### src/rtl/core/point_in_polygon_parity_assert.svh
`ifndef POINT_IN_POLYGON_PARITY_ASSERT_SVH
`define POINT_IN_POLYGON_PARITY_ASSERT_SVH

// Same-cycle implication, checked on every rising edge outside reset.
`define PIP_ASSERT_SAME(label, ante, cons) \
   label: assert property (@(posedge clock) disable iff (reset) (ante) |-> (cons)) \
      else $error("point_in_polygon_parity: assertion failed");

// Next-cycle implication, checked on every rising edge outside reset.
`define PIP_ASSERT_NEXT(label, ante, cons) \
   label: assert property (@(posedge clock) disable iff (reset) (ante) |=> (cons)) \
      else $error("point_in_polygon_parity: assertion failed");

`endif

### src/rtl/core/pip_pkg.sv
package pip_pkg;

   // Width of the coordinate fields on the ports.
   localparam int FIELD_BITS = 32;

   // Edge queue between front and back.
   localparam int QUEUE_DEPTH      = 4;
   localparam int QUEUE_ADDR_BITS  = 2;
   localparam int QUEUE_COUNT_BITS = 3;

   // Per-item control that travels with the vertex through the queue.
   typedef struct packed {
      logic has_prev;   // an edge from the previous vertex exists
      logic last;       // closes the ring, yields a result
   } task_ctl_type;

endpackage

### src/rtl/core/pip_front.sv
module pip_front #(
   parameter int COORD_BITS = 32
) (
   input  logic                           clock,
   input  logic                           reset,
   input  logic                           in_valid,
   output logic                           in_stall,
   input  logic [pip_pkg::FIELD_BITS-1:0] vertex_x,
   input  logic [pip_pkg::FIELD_BITS-1:0] vertex_y,
   input  logic                           last_vertex,
   input  logic                           queue_full,
   output logic                           push,
   output pip_pkg::task_ctl_type          push_ctl,
   output logic [COORD_BITS-1:0]          prev_x,
   output logic [COORD_BITS-1:0]          prev_y,
   output logic [COORD_BITS-1:0]          cur_x,
   output logic [COORD_BITS-1:0]          cur_y,
   output logic [COORD_BITS-1:0]          first_x,
   output logic [COORD_BITS-1:0]          first_y
);

   logic [COORD_BITS-1:0] first_x_ff, first_x_in;
   logic [COORD_BITS-1:0] first_y_ff, first_y_in;
   logic [COORD_BITS-1:0] prev_x_ff, prev_x_in;
   logic [COORD_BITS-1:0] prev_y_ff, prev_y_in;
   logic                  started_ff, started_in;

   assign in_stall = queue_full;
   assign push     = in_valid && !queue_full;
   assign cur_x    = vertex_x[COORD_BITS-1:0];
   assign cur_y    = vertex_y[COORD_BITS-1:0];

   always_comb begin
      push_ctl.has_prev = started_ff;
      push_ctl.last     = last_vertex;
      prev_x  = prev_x_ff;
      prev_y  = prev_y_ff;
      // A fresh ring closes onto the vertex itself.
      first_x = started_ff ? first_x_ff : cur_x;
      first_y = started_ff ? first_y_ff : cur_y;

      first_x_in = first_x_ff;
      first_y_in = first_y_ff;
      prev_x_in  = prev_x_ff;
      prev_y_in  = prev_y_ff;
      started_in = started_ff;
      if (push) begin
         first_x_in = first_x;
         first_y_in = first_y;
         prev_x_in  = cur_x;
         prev_y_in  = cur_y;
         started_in = !last_vertex;
      end
   end

   always_ff @(posedge clock) begin
      if (reset) begin
         started_ff <= 1'b0;
      end else begin
         started_ff <= started_in;
      end
   end

   always_ff @(posedge clock) begin
      first_x_ff <= first_x_in;
      first_y_ff <= first_y_in;
      prev_x_ff  <= prev_x_in;
      prev_y_ff  <= prev_y_in;
   end

endmodule

### config.mk
export PLATFORM = sky130hd
export DESIGN_NAME = pip_front
export DESIGN_NICKNAME = d
export VERILOG_FILES = /design/src/rtl/core/point_in_polygon_parity_assert.svh /design/src/rtl/core/pip_pkg.sv /design/src/rtl/core/pip_front.sv
export SDC_FILE = /design/constraint.sdc
export NUM_CORES = 1
export LEC_CHECK = 0
export ABC_AREA = 1
export BUFFER_PORTS_ARGS = -buffer_cell sky130_fd_sc_hd__buf_2
export CORE_MARGIN = 4
export CORE_UTILIZATION = 43
export DETAILED_ROUTE_END_ITERATION = 6
export GPL_TIMING_DRIVEN = 0
export HOLD_SLACK_MARGIN = 0.05
export PLACE_DENSITY = 0.75
export SETUP_SLACK_MARGIN = 0.5
export SLEW_MARGIN = 20
export SYNTH_ARGS = -nofsm -noshare
export SYNTH_HDL_FRONTEND = slang
export SYNTH_SLANG_ARGS = --single-unit
### constraint.sdc
create_clock -name clock -period 7.67 [get_ports clock]
set_clock_uncertainty 0.1 [all_clocks]
set_input_delay 0.3835 -clock clock [delete_from_list [all_inputs] [get_ports clock]]
set_output_delay 0.3835 -clock clock [all_outputs]
set_load 0.01 [all_outputs]
Word level (Yosys, flattened, before mapping)
Cells that the tools add are included.
- register bits after elaboration: 129
- input port bits: 69
- output and inout port bits: 196
- logic and storage cells: 10
- muxes and demuxes: 2
- reduce and logical (&&, ||, !) cells: 3
- operator list (operator ; count):
    $mux W32 ; 2
    $logic_not A1 Y1 ; 2
    $logic_and A1 B1 Y1 ; 1

Logic depth before layout (Yosys ltp)
- depth after elaboration: 2
- mapped depth: 4
- depth with buffers taken out: 4

Least setup slack after synthesis
No wires, ideal clock.
- path kind: in2reg
- start: input port in_valid
- end: register first_x_ff[0], enable pin
- library setup time: 0.626 ns
- data arrival time: 5.900 ns
- required time: 6.944 ns
- slack: 1.044 ns
- stages on the path: 2
- buffers on the path: 0
- path through: inv_1 nor2_1
- word-level cells in the longest chain between the ends: 1
- RTL lines (item ; line ; source):
    start, declared ; pip_front.sv:6 ; input logic in_valid,
    $logic_and A1 B1 Y1 ; pip_front.sv:29 ; assign push = in_valid && !queue_full;
    net push ; pip_front.sv:12 ; output logic push,
    end signal, assigned ; pip_front.sv:65 ; first_x_ff <= first_x_in;
    end, declared ; pip_front.sv:22 ; logic [COORD_BITS-1:0] first_x_ff, first_x_in;
The timed path passes the listed nets, and every way through them passes these cells.
A chain may end at the register's enable or synchronous reset.

Worst setup path after layout
- start: register started_ff
- end: output port first_x[2]
- word-level cells in the longest chain between the ends: 1
- RTL lines (item ; line ; source):
    start, declared ; pip_front.sv:26 ; logic started_ff, started_in;
    start signal, assigned ; pip_front.sv:60 ; started_ff <= started_in;
    $mux W32 ; pip_front.sv:39 ; first_x = started_ff ? first_x_ff : cur_x;
    end, declared ; pip_front.sv:18 ; output logic [COORD_BITS-1:0] first_x,
Every way passes these cells.

==> impl_metrics.sql <==
INSERT INTO impl_metrics (metric_group, metric, value, unit) VALUES
('run_status', 'outcome', 'completed', ''),
('logic_synthesis', 'synthMostInstantiatedCell', 'edfxtp_1', ''),
('power', 'cellLeakagePower', '3.59', 'nW'),
('critical_path', 'cp_slowest_stage_delay', '380', 'ps'),
('cts', 'cts_tree', 'built', ''),
('logic_synthesis', 'postSynthAreaPerCell', '13.6', 'um^2'),
('placed_design', 'dp_worst_setup_slack', '5720', 'ps'),
('critical_path', 'startpoint_type', 'register', ''),
('timing', 'finalHoldViolations', '0', ''),
('critical_path', 'timing.critical_path.arrival', '1470', 'ps'),
('logic_synthesis', 'ys_types', '12', ''),
('logic_synthesis', 'synth_sequential_area_ratio', '0.694', ''),
('routing', 'drt-total-wl', '12.7', 'mm'),
('cts', 'cts.repair.resized', '0', ''),
('critical_path', 'reg2reg_depth', '3', ''),
('logic_synthesis', 'count_of_flip_flops_with_a_built_in_enable_after_synthesis', '128', ''),
('floorplanning', 'num_io_pins', '265', ''),
('logic_synthesis', 'leading_area_contributor_after_synthesis', 'edfxtp_1', ''),
('logic_synthesis', 'postSynthRegisterBits', '129', ''),
('cells_and_area', 'drive_above_1_share', '0.615', ''),
('logic_synthesis', 'ys_top_cells_by_count', 'edfxtp_1 (128), buf_4 (68), inv_1 (67), nand2_1 (65), o21ai_2 (59)', ''),
('critical_path', 'worst_path_most_repeated_cell', 'buf_6', ''),
('floorplanning', 'die_w', '122', 'um'),
('cells_and_area', 'flow.area_growth_from_synthesis', '40.0', '%'),
('critical_path', 'worstSetupPathType', 'register to output pin', ''),
('placed_design', 'detailedPlacementHpwl', '9.69', 'mm'),
('cts', 'clk_root_buffer_cell', 'clkbuf_16', ''),
('global_routing', 'groute.usage.overall', '0.171', ''),
('routing', 'drt.antenna.violating_nets', '0', ''),
('placed_design', 'detailed_place.area', '7220', 'um^2'),
('routing', 'route.detailed.vias_per_inst', '4.42', ''),
('critical_path', 'crit_path_max_fanout', '10', ''),
('routing', 'maxUsedRoutingLayer', 'met4', ''),
('critical_path', 'timing.rr.end', 'first_y_ff[19]', ''),
('global_routing', 'initial_antenna_violation_count', '0', ''),
('min_path', 'hp-class', 'input pin to register', ''),
('routing', 'routed-via-count', '3899', ''),
('timing', 'period_minus_slack', '1960', 'ps'),
('timing', 'final_cycle_utilization_of_the_critical_path', '0.255', ''),
('cells_and_area', 'layout.cell_area.non_filler', '7790', 'um^2'),
('routing', 'drt-wirelength-per-cell', '14.4', 'um'),
('global_routing', 'grt_pass1_vias', '3990', ''),
('power', 'power.density', '241', 'nW/um^2'),
('routing', 'met1_routed_wirelength_after_detailed_routing', '4.69', 'mm'),
('cts', 'clkSinkCount', '129', ''),
('timing', 'worst_slack', '5710', 'ps'),
('run', 'max-cap-violations', '0', ''),
('cts', 'cts-hold-fix-buffers', '0', ''),
('cells_and_area', 'finish.cell_count_without_fillers', '882', ''),
('timing', 'finalMaxSlewViolations', '0', ''),
('cts', 'cts.clk_slew.worst_paths', '50', 'ps'),
('critical_path', 'timing.critical_path.cells', 'buf_6 > buf_6 > nand2_1 > o21ai_0 > buf_2', ''),
('routing', 'drt_first_iter_violations', '192', ''),
('timing', 'rsz_0062_raised_after_global_routing', 'no', ''),
('critical_path', 'worst-endpoint-required', '7190', 'ps'),
('critical_path', 'standard_cell_with_the_maximum_stage_delay_on_the_critical_path', 'dfxtp_1', ''),
('global_routing', 'globalRouteOverflowTotal', '0', ''),
('critical_path', 'critPathLaunch', 'started_ff', ''),
('cells_and_area', 'final_net_count', '767', ''),
('cts', 'cts_made_buffers', '17', ''),
('logic_synthesis', 'share_of_flip_flops_with_an_asynchronous_set_or_reset', '0', ''),
('critical_path', 'critical_path.reg2reg.startpoint', 'started_ff', ''),
('cts', 'post-cts-setup-buffer-count', '0', ''),
('floorplanning', 'rows', '41', ''),
('timing', 'final-setup-viol-count', '0', ''),
('cts', 'worst_skew_pair.late_latency', '400', 'ps'),
('critical_path', 'worst-r2r-setup-slack', '6420', 'ps'),
('routing', 'met3_length', '1.09', 'mm'),
('floorplanning', 'start_util', '0.440', ''),
('cts', 'cts_max_level', '4', ''),
('floorplanning', 'design.die.area', '14800', 'um^2');
[state kept, by name, indices dropped and copies added (netlist names)]
name	count
prev_x	32
first_x_ff	32
prev_y	32
started_ff	1
first_y_ff	32
[kinds of logic (layout without fill, tap and decap cells)]
kind of cell,after synthesis,count (layout),share of synthesized area
buffers and inverters,148,448,0.162
DFF,129,129,0.694
and+or+nand+nor,68,68,0.0461
AOI/OAI and AO/OA,65,65,0.0982
[worst max-delay path: cells and delay by family (launching register included)]
family | cells | cell delay [ps]
and+or+nand+nor | 1 | 50
AOI/OAI and AO/OA | 1 | 90
DFF | 1 | 380
buffers and inverters | 3 | 550
[power breakdown]
part	switching, mW	internal (mW)
Sequential	0.0104	0.828
Combinational	0.147	0.116
Clock	0.277	0.503
Total	0.435	1.45
[layout by cell type, fill, tap and decap left out]
cell type / n
bufinv_16: 3
clkbuf_1: 1
clkinvlp_4: 2
clkinv_4: 1
nand2_1: 65
o21ai_2: 59
o21ai_0: 5
nor2_1: 1
buf_4: 68
clkinv_1: 3
dfxtp_1: 1
buf_6: 12
buf_12: 4
inv_1: 67
edfxtp_1: 128
buf_16: 1
nor2_4: 1
buf_2: 265
a21oi_1: 1
nand3_1: 1
clkbuf_16: 17
clkinv_2: 4
[layer usage]
layer	track usage	vias to the layer above
met5	0	-
met4	0.0749	0
met3	0.0562	17
met2	0.302	171
met1	0.188	1813
li1	-	1898
[area by class of cell]
| cell class | count | area (um^2) | area share |
|---|---|---|---|
| plain buffers | 81 | 651 | 0.0835 |
| clock buffers | 18 | 429 | 0.0551 |
| clock inverters | 13 | 145 | 0.0186 |
| inverters | 67 | 251 | 0.0323 |
| multi-input cells | 133 | 811 | 0.104 |
| flip-flops and latches | 129 | 3860 | 0.496 |
| well taps | 172 | 215 | 0.0276 |
| repair buffers | 269 | 1430 | 0.183 |
[stage by stage]
stage	hold slack (ps)	setup TNS [ps]
6_report	84.0	0
3_3_place_gp	426	-140590
5_1_grt	60.3	0
4_1_cts	59.9	0
3_5_place_dp	428	0
2_1_floorplan	382	0
[how the worst min path moves through the flow]
| stage | startpoint | endpoint | slack, ps | depth (start not counted) |
|---|---|---|---|---|
| after floorplan | vertex_x[0] | prev_x[0] | 380 | 0 |
| after global placement | first_x_ff[25] | first_x_ff[25] | 430 | 2 |
| after detailed placement | first_x_ff[4] | first_x_ff[4] | 430 | 2 |
| after CTS | vertex_x[22] | prev_x[22] | 60 | 1 |
| after global routing | vertex_x[6] | prev_x[6] | 60 | 1 |
| final | vertex_x[29] | prev_x[29] | 80 | 1 |
Power figures use the tool's default switching activity.
