File: config.mk
export PLATFORM = sky130hd
export DESIGN_NAME = pip_queue
export DESIGN_NICKNAME = d
export VERILOG_FILES = /design/src/rtl/core/pip_pkg.sv /design/src/rtl/core/pip_queue.sv
export VERILOG_INCLUDE_DIRS = /design/src /design/src/rtl/core
export SDC_FILE = /design/constraint.sdc
export NUM_CORES = 1
export LEC_CHECK = 0
export BUFFER_PORTS_ARGS = -buffer_cell sky130_fd_sc_hd__clkbuf_2
export CAP_MARGIN = 15
export CELL_PAD_IN_SITES_DETAIL_PLACEMENT = 0
export CELL_PAD_IN_SITES_GLOBAL_PLACEMENT = 2
export CORE_ASPECT_RATIO = 2
export CORE_UTILIZATION = 29
export CTS_CLUSTER_DIAMETER = 50
export DETAILED_ROUTE_END_ITERATION = 8
export HOLD_SLACK_MARGIN = 0.08
export PLACE_DENSITY = 0.55
export REMOVE_ABC_BUFFERS = 1
export SYNTH_ARGS = -nofsm -noshare
export SYNTH_HDL_FRONTEND = slang
export SYNTH_SLANG_ARGS = --single-unit
File: constraint.sdc
create_clock -name clock -period 16 [get_ports clock]
set_clock_uncertainty 0.1 [all_clocks]
set_input_delay 2.4 -clock clock [delete_from_list [all_inputs] [get_ports clock]]
set_output_delay 2.4 -clock clock [all_outputs]
set_load 0.005 [all_outputs]
File: src/rtl/core/point_in_polygon_parity_assert.svh
`ifndef POINT_IN_POLYGON_PARITY_ASSERT_SVH
`define POINT_IN_POLYGON_PARITY_ASSERT_SVH

// Same-cycle implication, checked on every rising edge outside reset.
`define PIP_ASSERT_SAME(label, ante, cons) \
   label: assert property (@(posedge clock) disable iff (reset) (ante) |-> (cons)) \
      else $error("point_in_polygon_parity: assertion failed");

// Next-cycle implication, checked on every rising edge outside reset.
`define PIP_ASSERT_NEXT(label, ante, cons) \
   label: assert property (@(posedge clock) disable iff (reset) (ante) |=> (cons)) \
      else $error("point_in_polygon_parity: assertion failed");

`endif

File: src/rtl/core/pip_pkg.sv
package pip_pkg;

   // Width of the coordinate fields on the ports.
   localparam int FIELD_BITS = 32;

   // Edge queue between front and back.
   localparam int QUEUE_DEPTH      = 4;
   localparam int QUEUE_ADDR_BITS  = 2;
   localparam int QUEUE_COUNT_BITS = 3;

   // Per-item control that travels with the vertex through the queue.
   typedef struct packed {
      logic has_prev;   // an edge from the previous vertex exists
      logic last;       // closes the ring, yields a result
   } task_ctl_type;

endpackage

File: src/rtl/core/pip_queue.sv
`include "point_in_polygon_parity_assert.svh"

module pip_queue #(
   parameter int DATA_BITS = 192
) (
   input  logic                  clock,
   input  logic                  reset,
   input  logic                  push,
   input  pip_pkg::task_ctl_type push_ctl,
   input  logic [DATA_BITS-1:0]  push_data,
   output logic                  full,
   input  logic                  pop,
   output logic                  head_valid,
   output pip_pkg::task_ctl_type head_ctl,
   output logic [DATA_BITS-1:0]  head_data
);

   pip_pkg::task_ctl_type ctl_ff [pip_pkg::QUEUE_DEPTH];
   logic [DATA_BITS-1:0]  data_ff [pip_pkg::QUEUE_DEPTH];

   logic [pip_pkg::QUEUE_ADDR_BITS-1:0]  wr_ptr_ff, wr_ptr_in;
   logic [pip_pkg::QUEUE_ADDR_BITS-1:0]  rd_ptr_ff, rd_ptr_in;
   logic [pip_pkg::QUEUE_COUNT_BITS-1:0] count_ff, count_in;

   assign full       = (count_ff == pip_pkg::QUEUE_COUNT_BITS'(pip_pkg::QUEUE_DEPTH));
   assign head_valid = (count_ff != '0);
   assign head_ctl   = ctl_ff[rd_ptr_ff];
   assign head_data  = data_ff[rd_ptr_ff];

   always_comb begin
      wr_ptr_in = push ? wr_ptr_ff + 1'b1 : wr_ptr_ff;
      rd_ptr_in = pop ? rd_ptr_ff + 1'b1 : rd_ptr_ff;
      case ({push, pop})
         2'b10:   count_in = count_ff + 1'b1;
         2'b01:   count_in = count_ff - 1'b1;
         default: count_in = count_ff;
      endcase
   end

   always_ff @(posedge clock) begin
      if (reset) begin
         wr_ptr_ff <= '0;
         rd_ptr_ff <= '0;
         count_ff  <= '0;
      end else begin
         wr_ptr_ff <= wr_ptr_in;
         rd_ptr_ff <= rd_ptr_in;
         count_ff  <= count_in;
      end
   end

   always_ff @(posedge clock) begin
      if (push) begin
         ctl_ff[wr_ptr_ff]  <= push_ctl;
         data_ff[wr_ptr_ff] <= push_data;
      end
   end

   `PIP_ASSERT_SAME(a_no_push_when_full, push, !full || pop)
   `PIP_ASSERT_SAME(a_no_pop_when_empty, pop, head_valid)

endmodule

## After elaboration in Yosys (flattened, before gate mapping)

Memories as Yosys holds them, arrays and structs flattened. A register that Yosys moved wholly into a read port is not among the register bits.
Cells that the tools add are included.

| cells by class | value |
|---|---|
| muxes and demuxes | 7 |
| add/sub/neg operators | 4 |
| reduce and logical (&&, ||, !) cells | 2 |
| equal/unequal tests | 3 |

Operators by type and width:

| operator | number |
|---|---|
| 2-bit two-way mux | 4 |
| 3-bit one-hot mux with 2 select lines | 1 |
| 2-bit by 1-bit adder with 2-bit output (second input constant) | 2 |
| 3-bit by 1-bit adder with 3-bit output (second input constant) | 1 |
| 3-bit == test (second input constant) | 1 |
| 3-bit nonzero test | 1 |
| 3-bit by 1-bit subtractor with 3-bit output (second input constant) | 1 |
| 2-bit by 1-bit == test with 1-bit output (second input constant) | 1 |
| 2-bit == test (second input constant) | 1 |
| 1-bit two-way mux | 2 |
| 2-bit nonzero test | 1 |

| storage, ports and cells | value |
|---|---|
| memories | 2 |
| RAM bits | 776 |
| logic and storage cells | 21 |
| register bits | 7 |
| input port bits | 198 |
| output and inout bits | 196 |

Memory list:

| name | words | width | read ports | clocked after Yosys merged registers in | wr ports | line | RTL |
|---|---|---|---|---|---|---|---|
| data_ff | 4 | 192 | 1 | 1 | 1 | pip_queue.sv:19 | `logic [DATA_BITS-1:0] data_ff [pip_pkg::QUEUE_DEPTH];` |
| ctl_ff | 4 | 2 | 1 | 1 | 1 | pip_queue.sv:18 | `pip_pkg::task_ctl_type ctl_ff [pip_pkg::QUEUE_DEPTH];` |

## Depth between registers and ports, before layout

Gate-level depths: netlist of the first run.

| depth | value |
|---|---|
| depth after elaboration | 3 |
| mapped depth | 7 |

## Worst setup path before layout of the first run

OpenSTA, ideal clock, no wires.

| path | value |
|---|---|
| path kind | input-to-reg |
| start | input port push |
| end | memory ctl_ff[0][0] (netlist name), enable pin |
| arrival | 6.804 ns |
| library setup time | 0.577 ns |
| path buffers | 0 |
| data required time | 15.323 ns |
| stages on the path | 1 |
| slack | 8.519 ns |
| cell sequence | and2_1 |

| between the ends | value |
|---|---|
| word-level cells in the longest chain between the ends | 2 |

RTL lines:

| element | line | RTL |
|---|---|---|
| start: declaration | pip_queue.sv:8 | `input logic push,` |
| 1-bit two-way mux | pip_queue.sv:53 | `if (push) begin` |
| 1-bit two-way mux (implied by the code) | pip_queue.sv:54 | `ctl_ff[wr_ptr_ff] <= push_ctl;` |
| end: declaration | pip_queue.sv:18 |  |

No other way between the ends.

==> results.py, run 1 <==
metrics = {
    "run_status": {
        "outcome": "completed",
    },
    "layout": {
        "final_cell_mix": "776 x edfxtp_1, 393 x clkbuf_2, 194 x mux4_2, 77 x clkbuf_16, 19 x buf_4",
        "final_area_sq_um": 34200,
        "drive_gt1_frac": 0.461,
        "syn2layout_area_growth_pct": 20.4,
        "final_common_cell": "edfxtp_1",
        "final_nets": 1708,
    },
    "clocking": {
        "htree_levels": 3,
        "cts.clk_slew.worst_paths_ps": 60,
        "worstSkewPairLatency_ps": 620,
        "cts-resized-gates": 0,
        "clock-sinks": 785,
        "cts_setup_buffers": 0,
        "cts_hold_buf": 0,
        "numCtsBuffers": 74,
        "clockBufferDepth": 3,
        "cts_tree": "done",
        "clock_tree.root_cell": "clkbuf_16",
    },
    "synth": {
        "synth_area_per_cell_sq_um": 26.8,
        "synth-main-ff-cell": "edfxtp_1",
        "ys_seq_area_frac": 0.826,
        "synth-edff-count": 776,
        "yosys_warnings": 0,
        "synth_seq_cells": 785,
        "synthesis.area_sq_um": 28400,
        "postSynthCellCount": 1061,
        "ys_async_sr_fraction": 0,
        "synth.distinct_cells": 19,
    },
    "sta": {
        "drv_slew": 0,
        "fmaxAchievable_mhz": 169,
        "period_needed_ps": 5920,
        "post-route-period-util": 0.370,
        "rsz0062_at_grt": "no",
        "tightestPinTransition_ps": 1070,
        "fin_tns_setup_ps": 0,
        "setup_viol": 0,
        "hold_viol_final": 0,
        "relSlewSlack": 0.285,
    },
    "place": {
        "place_area_sq_um": 31800,
        "place_congestion": 0.681,
        "dp_hpwl_microns": 38800,
        "port_buffers": 393,
    },
    "critical_path": {
        "rrSetupSlack_ps": 12570,
        "crit_fanout": 61,
        "cp.arrival_ps": 3420,
        "cp.depth": 4,
        "cp.required_ps": 13500,
        "crit_path_end_kind": "primary output",
        "start_kind": "flip-flop",
        "crit_path_cell_trace": "buf_4, buf_4, mux4_2, clkbuf_2",
        "slowest_delay_ps": 810,
        "reg2reg_from": "wr_ptr_ff[0]",
        "path_buf_inv": 3,
        "crit_end": "head_data[52]",
        "crit_slowest_cell": "buf_4",
        "path_class": "flip-flop to primary output",
        "cpMostUsedCell": "buf_4",
        "cp_top_family": "buffers and inverters",
        "r2r_cells": 4,
        "reg2reg_to": "data_ff[3][113]",
    },
    "flow_run": {
        "cap_viol_max_count": 0,
    },
    "route": {
        "finalWirelength_microns": 63800,
        "antenna_left": 0,
        "vias": 12600,
        "remaining_drc_errors": 0,
        "wire_per_inst_microns": 22.8,
        "dr.pass1.iters": 4,
        "drt_iter0_markers": 512,
        "via_per_inst": 4.50,
    },
    "die": {
        "die_x_microns": 223,
        "die_h_microns": 445,
        "start_util": 0.292,
        "pin_count": 394,
        "dieArea_sq_um": 99400,
        "coreArea_sq_um": 97300,
        "num_rows": 162,
    },
    "worst_hold_path": {
        "hp-start": "count_ff[2]",
        "min_path_type": "flip-flop to flip-flop",
        "worstHoldPathCells": 2,
    },
    "global_routing": {
        "grt_pass1_wl_microns": 93700,
        "overflow": 0,
        "grt_pass1_vias": 14100,
        "antenna_found_initial": 12,
        "grt_usage": 0.130,
        "grt_max_degree": 67,
    },
    "power": {
        "peakVddDrop_mv": 0.0846,
        "p_leak_uw": 0.0113,
        "p_per_area_nw_per_um2": 134,
    },
}
## tightest hold or removal path, cell delays in order (launching register included)
cell	delay [ps]
dfxtp_1	330
o21ai_0	80
a21oi_1	60
## worst min-delay path by stage
stage	end
floorplan	count_ff[2]
global placement	count_ff[2]
detailed placement	count_ff[2]
CTS	count_ff[2]
global route	count_ff[2]
finish	count_ff[2]
## stage by stage
step           worst slack, ps  utilization  hold WS, ps  cells  total power (uW)
3_3_place_gp             10370        0.327          378   2658              2850
4_1_cts                   9780        0.352          414   2792              4670
3_5_place_dp             10310        0.327          406   2658              2860
2_1_floorplan             4810            -          356   1016              2700
5_1_grt                   9800        0.352          464   2793              4760
6_report                 10080        0.352          414   2795              4580
## synthesized netlist by cell type, types with 3 or more instances
cell | count | area share
and2_1 | 4 | 0.00088
buf_2 | 21 | 0.0037
buf_6 | 19 | 0.0075
clkbuf_1 | 5 | 0.00066
dfxtp_1 | 9 | 0.0063
edfxtp_1 | 776 | 0.82
ha_1 | 5 | 0.0022
inv_1 | 6 | 0.00079
mux4_2 | 194 | 0.15
nor2_1 | 8 | 0.0011
xor2_1 | 3 | 0.00092
## sequential cells by signal (all words and copies together) (netlist names), named ones only
| register | count |
|---|---|
| count_ff | 3 |
| ctl_ff | 8 |
| data_ff | 768 |
| rd_ptr_ff | 2 |
| wr_ptr_ff | 2 |
## logic make-up (layout without fill, tap and decap cells)
group	Yosys count	count (layout)	share of synthesized area
fa+ha+maj	6	6	0.00290
other cells	0	3	0
xor+xnor	5	5	0.00154
simple gates	16	16	0.00273
mux	195	195	0.154
buf+inv	51	552	0.0127
flops	785	785	0.826
compound gates	3	3	0.000528
## routing by layer
layer | vias to the layer above | global-route usage | routed length [microns]
li1 | 5484 | - | -
met3 | 93 | 0.0459 | 4900
met2 | 380 | 0.231 | 33500
met5 | - | 0 | 111
met1 | 6605 | 0.140 | 23700
met4 | 18 | 0.0501 | 1520
## where the power goes
part           leakage, uW  switching, uW  internal [uW]
sequential         0.00720           28.0           2360
clock              0.00119            755           1030
combinational      0.00293            215            184
## final cells by class
type	count	area, sq um
repair buffers	412	2110
diodes	3	7.51
clock buffers	87	1960
fillers	9078	63100
flip-flops and latches	785	23500
clock inverters	47	498
inverters	6	22.5
multi-input cells	225	4610
well taps	1230	1540
(Power assumes the default switching activity.)
==> inputs of run 2 (changes only) <==
--- a/config.mk
+++ b/config.mk
@@ -6,6 +6,7 @@
 export SDC_FILE = /design/constraint.sdc
 export NUM_CORES = 1
 export LEC_CHECK = 0
+export ABC_AREA = 1
 export BUFFER_PORTS_ARGS = -buffer_cell sky130_fd_sc_hd__clkbuf_2
 export CAP_MARGIN = 15
 export CELL_PAD_IN_SITES_DETAIL_PLACEMENT = 0
@@ -15,7 +16,7 @@
 export CTS_CLUSTER_DIAMETER = 50
 export DETAILED_ROUTE_END_ITERATION = 8
 export HOLD_SLACK_MARGIN = 0.08
-export PLACE_DENSITY = 0.55
+export PLACE_DENSITY = 0.62
 export REMOVE_ABC_BUFFERS = 1
 export SYNTH_ARGS = -nofsm -noshare
 export SYNTH_HDL_FRONTEND = slang
==> constraint.sdc (replaced) <==
create_clock -name clock -period 4.88 [get_ports clock]
set_clock_uncertainty 0.1 [all_clocks]
set_input_delay 0.732 -clock clock [delete_from_list [all_inputs] [get_ports clock]]
set_output_delay 0.732 -clock clock [all_outputs]
set_load 0.005 [all_outputs]
==> run 2 against run 1 <==
- sequential power grew to 3.3 times the previous value
- highest routed layer unchanged
- die area is 1.8% higher
- sequential share of layout area is 1.3 points lower
- register-to-register slack worse by 10000 ps
- clock power grew to 3.3 times the previous value
- sequential cell count stayed put
- critical endpoint is now head_data[42]
- synthesized area is 1.8% higher
- utilization is 0.18 points higher
==> results.py, run 2 <==
metrics = {
    "layout": {
        "final_nets": 2505,
        "largest_reg_flops": 768,
        "final_cells": 3684,
        "largestRegisters": "data_ff x768, ctl_ff x8, count_ff x3",
        "final_common_cell": "edfxtp_1",
        "drive_gt1_frac": 0.227,
        "top_register": "data_ff",
        "final_util": 0.354,
        "syn2layout_area_growth_pct": 20.6,
        "final_cell_mix": "776 x edfxtp_1, 393 x clkbuf_2, 391 x nor2_1, 340 x o21ai_0, 194 x o22ai_1",
    },
    "power": {
        "p_leak_uw": 0.0119,
        "p_per_area_nw_per_um2": 430,
        "peakVddDrop_mv": 0.310,
    },
    "synth": {
        "yosys.area.top_type": "edfxtp_1",
        "yosysTopAreaCellShare": 0.805,
        "synth-edff-count": 776,
        "synth-main-ff-cell": "edfxtp_1",
        "ys_async_sr_fraction": 0,
        "ys_top_cells_by_count": "776 x edfxtp_1, 391 x nor2_1, 340 x o21ai_0",
        "synthesis.area_sq_um": 29000,
        "yosys-top-cells-area": "edfxtp_1 80%, o21ai_0 5.9%, nor2_1 5.1%, o22ai_1 4.2%, buf_2 1.1%",
        "postSynthCellCount": 1933,
        "yosys_warnings": 0,
        "synth_area_per_cell_sq_um": 15.0,
        "synth_seq_cells": 785,
        "synth.most_common_cell": "edfxtp_1",
        "ys_seq_area_frac": 0.811,
        "synth.distinct_cells": 20,
    },
    "sta": {
        "relSlewSlack": 0.302,
        "period_needed_ps": 4000,
        "fmaxAchievable_mhz": 250,
        "rsz0062_at_grt": "no",
        "setup_viol": 0,
        "hold_viol_final": 0,
        "drv_slew": 0,
        "post-route-period-util": 0.820,
        "tightestPinTransition_ps": 1050,
    },
    "route": {
        "remaining_drc_errors": 0,
        "via_per_inst": 4.76,
        "antenna_left": 0,
        "dr.pass1.iters": 5,
        "vias": 17500,
        "drt_iter0_markers": 906,
        "wire_per_inst_microns": 20.6,
        "finalWirelength_microns": 75800,
    },
    "worst_hold_path": {
        "worstHoldPathCells": 1,
        "hold_end": "data_ff[0][111]",
        "hp-start": "push_data[111]",
        "min_path_type": "primary input to flip-flop",
    },
    "die": {
        "pin_count": 394,
        "die_h_microns": 449,
        "die_x_microns": 225,
        "start_util": 0.293,
        "num_rows": 163,
        "coreArea_sq_um": 98700,
        "dieArea_sq_um": 101000,
    },
    "critical_path": {
        "crit_path_end_kind": "primary output",
        "cp.depth": 5,
        "crit_fanout": 159,
        "crit_path_cell_trace": "clkinv_8, buf_12, o21ai_0, o22ai_1, clkbuf_2",
        "cp.arrival_ps": 3170,
        "crit_slowest_cell": "dfxtp_4",
        "r2r_cells": 5,
        "path_class": "flip-flop to primary output",
        "rrSetupSlack_ps": 2450,
        "cp.required_ps": 4050,
        "reg2reg_from": "wr_ptr_ff[0]",
        "start_kind": "flip-flop",
        "reg2reg_to": "data_ff[0][159]",
        "cp_top_family": "buffers and inverters",
        "path_buf_inv": 3,
        "slowest_delay_ps": 700,
    },
    "clocking": {
        "cts-resized-gates": 0,
        "cts.clk_slew.worst_paths_ps": 70,
        "clockBufferDepth": 3,
        "cts_setup_buffers": 0,
        "worstSkewPairLatency_ps": 640,
        "cts_tree": "done",
        "clock-sinks": 785,
        "numCtsBuffers": 75,
        "cts_hold_buf": 0,
        "htree_levels": 3,
        "clock_tree.root_cell": "clkbuf_16",
    },
    "global_routing": {
        "grt_pass1_wl_microns": 112000,
        "grt_usage": 0.149,
        "grt_pass1_vias": 18200,
        "overflow": 0,
        "antenna_found_initial": 17,
        "grt_max_degree": 160,
    },
    "run_status": {
        "outcome": "completed",
    },
    "flow_run": {
        "cap_viol_max_count": 0,
    },
    "place": {
        "dp_hpwl_microns": 41700,
        "port_buffers": 393,
        "place_congestion": 0.726,
        "placed_cells": 3544,
    },
}
run 2: metal layers:
metal,wire length (microns),track usage
met5,184,0
met1,30200,0.167
met2,37700,0.256
met3,5830,0.0520
met4,1890,0.0557
run 2: where the power goes:
part / internal, uW / total (uW) / switching, uW
Clock: 3440 / 5950 / 2510
Sequential: 7710 / 7780 / 65.6
Combinational: 410 / 1270 / 863
run 2: cell families (layout without fill, tap and decap cells):
kind of cell	after synthesis	in the layout	synth area share
flops	785	785	0.811
buf+inv	145	572	0.0227
compound gates	593	593	0.111
simple gates	404	404	0.0526
fa+ha+maj	6	6	0.00285
other cells	0	4	0
run 2: how the worst max path moves through the flow:
stage                                 to  slack, ps
final                      head_data[42]        880
after global routing      head_data[172]        680
after CTS                 head_data[152]        790
after detailed placement  head_data[152]       1540
after global placement    head_data[152]       1590
after floorplan              head_ctl[0]      -6670
run 2: cell type report:
| type | count | area [sq um] |
|---|---|---|
| inverters | 18 | 115 |
| well taps | 1320 | 1650 |
| fillers | 9607 | 63800 |
| diodes | 4 | 10.0 |
| clock buffers | 96 | 2060 |
| clock inverters | 40 | 450 |
| repair buffers | 418 | 2320 |
| multi-input cells | 1003 | 4820 |
| flip-flops and latches | 785 | 23500 |
run 2: through the flow:
| stage | area [sq um] | setup slack (ps) | hold slack [ps] | setup TNS, ps | power, uW |
|---|---|---|---|---|---|
| finish | 34900 | 880 | 195 | 0 | 15000 |
| global route | 34900 | 679 | 143 | 0 | 15600 |
| CTS | 34900 | 789 | 120 | 0 | 15200 |
| detailed placement | 32400 | 1540 | 337 | 0 | 9240 |
| global placement | 32400 | 1590 | 316 | 0 | 9200 |
| floorplan | 28400 | -6670 | 312 | -1489710 | 8560 |
